--- src/rtl/yfb_pkg.sv ---
// ----------------------------------------------------------------------------
// yfb_pkg: shared types and constants of the YUV fade-to-black unit
// Pixel payload structs, register indexes, fixed-point coefficients and
// the pipeline control bundle.
// ----------------------------------------------------------------------------
package yfb_pkg;

  localparam int NUM_STAGES = 5;

  typedef struct packed {
    logic [9:0] luma_in;
    logic [9:0] cb_in;
    logic [9:0] cr_in;
  } pixel_in_t;

  typedef struct packed {
    logic [9:0] luma_out;
    logic [9:0] cb_out;
    logic [9:0] cr_out;
  } pixel_out_t;

  typedef struct packed {
    logic [NUM_STAGES-1:0] load;
    logic [NUM_STAGES-1:0] valid;
  } pipe_ctl_t;

  // register indexes
  localparam logic REG_FADE_WEIGHT = 1'b0;
  localparam logic REG_MAX_SAMPLE  = 1'b1;

  localparam logic [15:0] FADE_WEIGHT_RESET = 16'd32768;
  localparam logic [9:0]  MAX_SAMPLE_RESET  = 10'd1023;

  // input offsets
  localparam logic signed [10:0] LUMA_OFS   = 11'sd64;
  localparam logic signed [10:0] CHROMA_OFS = 11'sd512;

  // YUV -> RGB, scaled by 1024
  localparam logic signed [12:0] K_RGB_Y  = 13'sd1192;
  localparam logic signed [12:0] K_R_V    = 13'sd1634;
  localparam logic signed [12:0] K_G_U    = -13'sd401;
  localparam logic signed [12:0] K_G_V    = -13'sd833;
  localparam logic signed [12:0] K_B_U    = 13'sd2065;

  // RGB -> YUV, scaled by 1024
  localparam logic signed [10:0] K_Y_R = 11'sd263;
  localparam logic signed [10:0] K_Y_G = 11'sd516;
  localparam logic signed [10:0] K_Y_B = 11'sd100;
  localparam logic signed [10:0] K_U_R = -11'sd152;
  localparam logic signed [10:0] K_U_G = -11'sd298;
  localparam logic signed [10:0] K_U_B = 11'sd450;
  localparam logic signed [10:0] K_V_R = 11'sd450;
  localparam logic signed [10:0] K_V_G = -11'sd377;
  localparam logic signed [10:0] K_V_B = -11'sd73;

  // output offsets at 2^-35 sample resolution
  localparam logic signed [47:0] OUT_OFS_LUMA   = 48'sd1 <<< 41;
  localparam logic signed [47:0] OUT_OFS_CHROMA = 48'sd1 <<< 44;

  // output clamps
  localparam logic [9:0] LUMA_LO   = 10'd64;
  localparam logic [9:0] LUMA_HI   = 10'd940;
  localparam logic [9:0] CHROMA_LO = 10'd64;
  localparam logic [9:0] CHROMA_HI = 10'd960;

endpackage

--- src/rtl/yfb_pipe_ctrl.sv ---
// ----------------------------------------------------------------------------
// yfb_pipe_ctrl: valid and load control of the fade pipeline
// Tracks one valid bit per stage and loads a stage whenever it is empty
// or its contents move on, so bubbles are squeezed out under stall.
// ----------------------------------------------------------------------------
module yfb_pipe_ctrl (
  input  logic               clk,
  input  logic               rst,
  input  logic               in_valid,
  output logic               in_stall,
  input  logic               out_stall,
  output yfb_pkg::pipe_ctl_t ctl
);
  import yfb_pkg::*;

  logic [NUM_STAGES-1:0] valid;
  logic [NUM_STAGES-1:0] ready;

  always_comb begin
    ready[NUM_STAGES-1] = !valid[NUM_STAGES-1] || !out_stall;
    for (int k = NUM_STAGES - 2; k >= 0; k--) begin
      ready[k] = !valid[k] || ready[k+1];
    end
  end

  always_ff @(posedge clk) begin
    if (rst) begin
      valid <= '0;
    end else begin
      if (ready[0]) begin
        valid[0] <= in_valid;
      end
      for (int k = 1; k < NUM_STAGES; k++) begin
        if (ready[k]) begin
          valid[k] <= valid[k-1];
        end
      end
    end
  end

  assign in_stall  = !ready[0];
  assign ctl.load  = ready;
  assign ctl.valid = valid;

endmodule

--- config.mk ---
export PLATFORM = sky130hd
export DESIGN_NAME = yfb_pipe_ctrl
export DESIGN_NICKNAME = d
export VERILOG_FILES = /design/src/rtl/yfb_pkg.sv /design/src/rtl/yfb_pipe_ctrl.sv
export SDC_FILE = /design/constraint.sdc
export NUM_CORES = 1
export LEC_CHECK = 0
export ABC_AREA = 1
export BUFFER_PORTS_ARGS = -buffer_cell sky130_fd_sc_hd__buf_2
export CAP_MARGIN = 20
export CORE_AREA = 4 4 41 43
export DETAILED_ROUTE_END_ITERATION = 7
export DIE_AREA = 0 0 45 47
export GPL_ROUTABILITY_DRIVEN = 0
export GPL_TIMING_DRIVEN = 1
export PLACE_DENSITY = 0.46
export REMOVE_ABC_BUFFERS = 1
export SLEW_MARGIN = 20
export SYNTH_ARGS = -nofsm -noshare
export SYNTH_HDL_FRONTEND = slang
export SYNTH_SLANG_ARGS = --single-unit
--- constraint.sdc ---
create_clock -name clk -period 2.3 [get_ports clk]
set_input_delay 0.46 -clock clk [delete_from_list [all_inputs] [get_ports clk]]
set_output_delay 0.46 -clock clk [all_outputs]
set_load 0.005 [all_outputs]
Yosys cells after proc, flatten, opt, wreduce, memory -nomap -nowiden
Cells that the tools add are included.

cells by class
  divide/modulo/power cells = 0
  reductions and logical operators = 12
  order comparisons = 0
  add/subtract/negate cells = 0
  mux-type cells = 0
  bitwise operators = 0
  multiply operators = 0
  shift-type cells = 0
  equal/unequal tests = 0

operators with widths
  kind              number
  1-bit zero test   7
  1-bit logical OR  5

storage, ports and cells
  input port bits = 4
  output and inout port bits = 11
  register bits = 5
  logic and storage cells = 17
  latch bits = 0
  memories = 0
  memory bits (read-only) = 0
  bits in writable memories = 0

Longest topological paths before layout
Gate-level depths: netlist of the first run.

  word-level depth = 7
  gate-level depth with buffers = 4
  mapped depth without buffers = 4

Least setup slack after synthesis of the first run
Ideal clock, no wire load.

  kind = input to output
  start = in out_stall
  end = out in_stall
  setup slack = 0.987 ns
  cell stages on the path = 4
  arrival time = 0.853 ns
  path buffers = 0
  data required time = 1.840 ns
  path through = nand2_2 -> nor2_4 -> nand4_2 -> inv_1

RTL lines
  item                RTL line             source
  start: declaration  yfb_pipe_ctrl.sv:11  input logic out_stall,
  end: declaration    yfb_pipe_ctrl.sv:10  output logic in_stall,

Worst setup path after layout of the first run
  start = reg valid[4]
  end = out in_stall

on the way
  word-level cells in the longest chain between the ends = 7

RTL lines
  item                              RTL line             source
  start: declaration                yfb_pipe_ctrl.sv:16  logic [NUM_STAGES-1:0] valid;
  start signal: indexed assignment  yfb_pipe_ctrl.sv:35  valid[k] <= valid[k-1];
  1-bit zero test                   yfb_pipe_ctrl.sv:20  ready[NUM_STAGES-1] = !valid[NUM_STAGES-1] || !out_stall;
  1-bit logical OR                  yfb_pipe_ctrl.sv:20
  1-bit logical OR (4 in a row)     yfb_pipe_ctrl.sv:22  ready[k] = !valid[k] || ready[k+1];
  1-bit zero test                   yfb_pipe_ctrl.sv:41  assign in_stall = !ready[0];

No other way between the ends.

==> impl_metrics.py, run 1 <==
metrics = {
    "route": {
        "via_per_inst": 3.55,
        "first_pass_iters": 2,
        "via_count": 195,
        "drc": 0,
        "ant_nets": 0,
        "drtIter0Drc": 1,
        "wl_per_cell_um": 8.60,
        "wl_um": 473,
    },
    "clocking": {
        "htreeDepth": 1,
        "worstSkewPairLatency_ns": 0.24,
        "cts_setup_buffers": 0,
        "clk_pin_slew_ns": 0.04,
        "cts_hold_buf": 0,
        "tritoncts": "done",
        "clockBufferDepth": 2,
        "root_buffer": "clkbuf_4",
        "numCtsBuffers": 3,
        "cts_resized": 0,
        "clock_sinks": 5,
    },
    "floorplanning": {
        "rows": 13,
        "ioPinCount": 15,
        "core_area_um2": 1300,
        "initial_utilization_pct": 14.9,
        "dieArea_um2": 2120,
        "die_w_um": 45,
        "die_h_um": 47,
    },
    "critical_path": {
        "path_max_fanout": 4,
        "reg2reg_from": "valid[4]$_SDFFE_PP0P_",
        "end_kind": "primary output",
        "reg2reg_slack_ns": 1.45,
        "startpoint_type": "flop",
        "critPathArrivalTime_ns": 1.07,
        "required_ns": 1.84,
        "criticalPathCategory": "flop to primary output",
        "critPathLaunch": "valid[4]$_SDFFE_PP0P_",
    },
    "logic_synthesis": {
        "ys_seq_area_share_pct": 51.6,
        "ys_top_cells_by_area": "dfxtp_1 (52%), inv_1 (12%), a21oi_1 (10%), nand4_2 (6.5%), nor2_4 (5.8%)",
        "syn_inst": 22,
        "synth_top_area_share_pct": 51.6,
        "yosys.cell_types.count": 10,
        "synth_top_cell_by_area": "dfxtp_1",
        "synth_seq_cells": 5,
        "synth_area_per_cell_um2": 8.82,
        "yosys_warnings": 0,
        "netlist_area_um2": 194,
    },
    "finish": {
        "nets": 45,
        "largest_reg_flops": 5,
        "n_antenna_cell": 0,
        "top_regs": "valid x5",
        "area_growth_pct": 59.4,
        "regMostFlops": "valid",
        "n_fill_cell": 159,
        "drive_above_1_share_pct": 55.0,
        "layout_common_cells": "buf_2 (14), inv_1 (6), dfxtp_1 (5)",
        "mostFrequentLayoutCell": "buf_2",
    },
    "timing": {
        "relSlewSlack_pct": 87.9,
        "rsz0062_at_grt": "no",
        "hold_ws_ns": 0.439,
        "maxSlewViolCount": 0,
        "fin_skew_ns": 0.00252,
        "clock.fmax_mhz": 652,
        "hold_viol": 0,
        "tightest_slew_ns": 0.181,
        "finalCritPeriodShare_pct": 66.7,
        "setup_violations": 0,
        "totalNegativeSetupSlack_ns": 0,
        "finalCriticalPeriod_ns": 1.53,
    },
    "hold_path": {
        "hold_path_class": "input port to flop",
        "min-delay-start": "rst",
    },
    "status": {
        "status": "finished, final reports clean",
    },
    "global_route": {
        "grt_max_degree": 6,
        "grt_pass1_wl_um": 669,
        "antenna_found_initial": 0,
        "grt_overflow_total": 0,
        "grt_pass1_vias": 166,
        "grt.total_usage_pct": 5.30,
    },
    "power_and_ir_drop": {
        "cellPowerDensity_nw_per_um2": 655,
        "power_switching_uw": 42.0,
        "clockPowerShare_pct": 49.4,
        "power_frac_seq_pct": 45.7,
        "pwr-share-comb_pct": 5.0,
        "p_int_uw": 160,
        "ir_drop_mv": 0.244,
        "p_sw_share_pct": 20.7,
        "p_leak_nw": 0.149,
    },
    "place": {
        "dp_hpwl_um": 381,
        "portBuffers": 14,
    },
    "run": {
        "max_cap_viol_count": 0,
    },
}
power by group through the flow:
| stage | Clock (mW) | Combinational [mW] | Sequential [mW] |
|---|---|---|---|
| 2_1_floorplan | 0 | 0.00317 | 0.0939 |
| 3_3_place_gp | 0 | 0.0103 | 0.0940 |
| 3_5_place_dp | 0 | 0.0103 | 0.0940 |
| 4_1_cts | 0.107 | 0.0104 | 0.0925 |
| 5_1_grt | 0.114 | 0.0110 | 0.0926 |
| 6_report | 0.0999 | 0.0101 | 0.0924 |
Yosys cell counts, drive strengths merged:
library cell / n
a21oi: 5
dfxtp: 5
inv: 7
nand2: 2
nand3: 1
nand4: 1
nor2: 1
stage by stage:
stage                     setup WS, ns  std cells  area [um2]  util [%]  power, mW
after floorplan                  0.987         22         194         -     0.0971
after global placement           0.805         51         283      21.7      0.104
after detailed placement         0.784         51         283      21.7      0.104
after CTS                        0.730         55         309      23.8      0.209
after global routing             0.642         55         309      23.8      0.218
final                            0.766         55         309      23.8      0.202
critical path, stage by stage (launching register included):
cell	delay, ns
dfxtp_1	0.33
nand2_2	0.08
nor2_4	0.13
nand4_2	0.12
inv_1	0.07
buf_2	0.10
path summary, 6_finish.rpt:
| path | to | cells after the start |
|---|---|---|
| min | valid[0]$_SDFFE_PP0P_ | 2 |
| max | in_stall | 5 |
| max reg2reg | valid[0]$_SDFFE_PP0P_ | 4 |
| min reg2reg | valid[1]$_SDFFE_PP0P_ | 2 |
per-layer routing:
metal  part of all wire [%]  global-route usage (%)  vias up
li1                       -                       -      103
met1                     41                    5.02       80
met2                     42                    6.21       12
met3                     17                    6.51        0
met4                      0                    3.51        0
met5                      0                       0        -
cell type report:
type	count	area, um2	area share, %
timing repair buffer	14	70.1	22.7
clock buffer	4	26.3	8.50
multi-input combinational	10	67.6	21.9
tap	15	18.8	6.07
sequential	5	100	32.4
inverter	7	26.3	8.50
kinds of logic after synthesis:
logic type             Yosys count  share of synthesized area [%]
AOI/OAI and AO/OA                5                           14.8
DFF                              5                           51.6
and+or+nand+nor                  5                           20.0
buffers and inverters            7                           13.5
Power figures use the tool's default switching activity.
==> run 2: changes to the inputs <==
==> constraint.sdc (replaced) <==
create_clock -name clk -period 1.52 [get_ports clk]
set_input_delay 0.304 -clock clk [delete_from_list [all_inputs] [get_ports clk]]
set_output_delay 0.304 -clock clk [all_outputs]
set_load 0.005 [all_outputs]
==> impl_metrics.py, run 2 (synthesis results as in run 1) <==
metrics = {
    "finish": {
        "regMostFlops": "valid",
        "n_antenna_cell": 0,
        "fin_area_um2": 309,
        "mostFrequentLayoutCell": "buf_2",
        "nets": 45,
        "top_regs": "valid x5",
        "instances_no_fill": 55,
        "drive_above_1_share_pct": 55.0,
        "layout_common_cells": "buf_2 (14), inv_1 (6), dfxtp_1 (5)",
        "largest_reg_flops": 5,
        "area_growth_pct": 59.4,
        "n_fill_cell": 158,
    },
    "route": {
        "via_count": 192,
        "wl_um": 436,
        "ant_nets": 0,
        "first_pass_iters": 2,
        "drtIter0Drc": 3,
        "wl_per_cell_um": 7.93,
        "drc": 0,
        "via_per_inst": 3.49,
    },
    "clocking": {
        "clockBufferDepth": 2,
        "cts_resized": 0,
        "htreeDepth": 1,
        "cts_hold_buf": 0,
        "clock_sinks": 5,
        "numCtsBuffers": 3,
        "cts_setup_buffers": 0,
        "root_buffer": "clkbuf_4",
        "clk_pin_slew_ns": 0.04,
        "tritoncts": "done",
        "worstSkewPairLatency_ns": 0.24,
    },
    "timing": {
        "relSlewSlack_pct": 89.5,
        "maxSlewViolCount": 0,
        "totalNegativeSetupSlack_ns": 0,
        "finalCriticalPeriod_ns": 1.37,
        "rsz0062_at_grt": "no",
        "finalCritPeriodShare_pct": 89.9,
        "clock.fmax_mhz": 732,
        "hold_viol": 0,
        "fin_skew_ns": 0.00452,
        "setup_violations": 0,
        "tightest_slew_ns": 0.157,
    },
    "critical_path": {
        "critPathLaunch": "valid[4]$_SDFFE_PP0P_",
        "reg2reg_to": "valid[0]$_SDFFE_PP0P_",
        "critPathArrivalTime_ns": 1.06,
        "startpoint_type": "flop",
        "r2r_cells": 4,
        "required_ns": 1.22,
        "criticalPathCategory": "flop to primary output",
        "crit_end": "in_stall",
        "path_max_fanout": 4,
        "end_kind": "primary output",
        "reg2reg_from": "valid[4]$_SDFFE_PP0P_",
        "reg2reg_slack_ns": 0.67,
    },
    "floorplanning": {
        "dieArea_um2": 2120,
        "die_h_um": 47,
        "core_area_um2": 1300,
        "rows": 13,
        "die_w_um": 45,
        "ioPinCount": 15,
        "initial_utilization_pct": 14.9,
    },
    "power_and_ir_drop": {
        "ir_drop_mv": 0.312,
        "cellPowerDensity_nw_per_um2": 976,
        "p_leak_nw": 0.149,
    },
    "place": {
        "placed_area_um2": 283,
        "dp.cells": 51,
        "portBuffers": 14,
        "dp_hpwl_um": 379,
    },
    "run": {
        "max_cap_viol_count": 0,
    },
    "status": {
        "status": "finished, final reports clean",
    },
    "hold_path": {
        "hold_path_class": "input port to flop",
    },
    "global_route": {
        "grt_pass1_wl_um": 724,
        "grt_pass1_vias": 173,
        "antenna_found_initial": 0,
        "grt.total_usage_pct": 5.38,
        "grt_overflow_total": 0,
        "grt_max_degree": 6,
    },
}
-- run 2: cell counts in the layout (fill, tap and decap cells not counted) --
Identical to the previous run, type by type.
-- run 2: final cells by class --
cell class	count	area, um2	area share, %
inverters	7	26.3	8.50
multi-input cells	10	67.6	21.9
flip-flops and latches	5	100	32.4
clock buffers	4	26.3	8.50
well taps	15	18.8	6.07
repair buffers	14	70.1	22.7
-- run 2: worst min path at each step --
stage / startpoint / to / slack (ns) / depth (start not counted)
2_1_floorplan: rst / valid[0]$_SDFFE_PP0P_ / 0.37 / 1
3_3_place_gp: valid[0]$_SDFFE_PP0P_ / valid[1]$_SDFFE_PP0P_ / 0.47 / 2
3_5_place_dp: valid[0]$_SDFFE_PP0P_ / valid[1]$_SDFFE_PP0P_ / 0.47 / 2
4_1_cts: rst / valid[0]$_SDFFE_PP0P_ / 0.29 / 2
5_1_grt: rst / valid[0]$_SDFFE_PP0P_ / 0.29 / 2
6_report: rst / valid[0]$_SDFFE_PP0P_ / 0.29 / 2
-- run 2: through the flow --
step	hold WS, ns	setup WS (ns)	power (mW)	utilization (%)
5_1_grt	0.293	0.0287	0.326	23.8
3_5_place_dp	0.472	0.332	0.158	21.7
6_report	0.295	0.153	0.302	23.8
4_1_cts	0.290	0.128	0.313	23.8
3_3_place_gp	0.466	0.335	0.157	21.7
2_1_floorplan	0.366	0.468	0.147	-
-- run 2: power breakdown --
group	leakage (nW)	total [mW]	switching [mW]	internal, mW
registers	0.0409	0.139	0.00362	0.136
logic	0.0933	0.0153	0.00759	0.00773
clock network	0.0150	0.147	0.0480	0.0989
-- run 2: routing by layer --
layer / global-route usage [%] / vias up / wire, um
met5: 0 / - / 0
met4: 1.75 / 0 / 0
met3: 6.13 / 0 / 62
met2: 7.34 / 10 / 197
met1: 5.26 / 78 / 176
li1: - / 104 / -
-- run 2: worst max-delay path, stage by stage (launching register included) --
cell	delay, ns
dfxtp_1	0.33
nand2_2	0.08
nor2_4	0.12
nand4_2	0.12
inv_1	0.07
buf_2	0.10
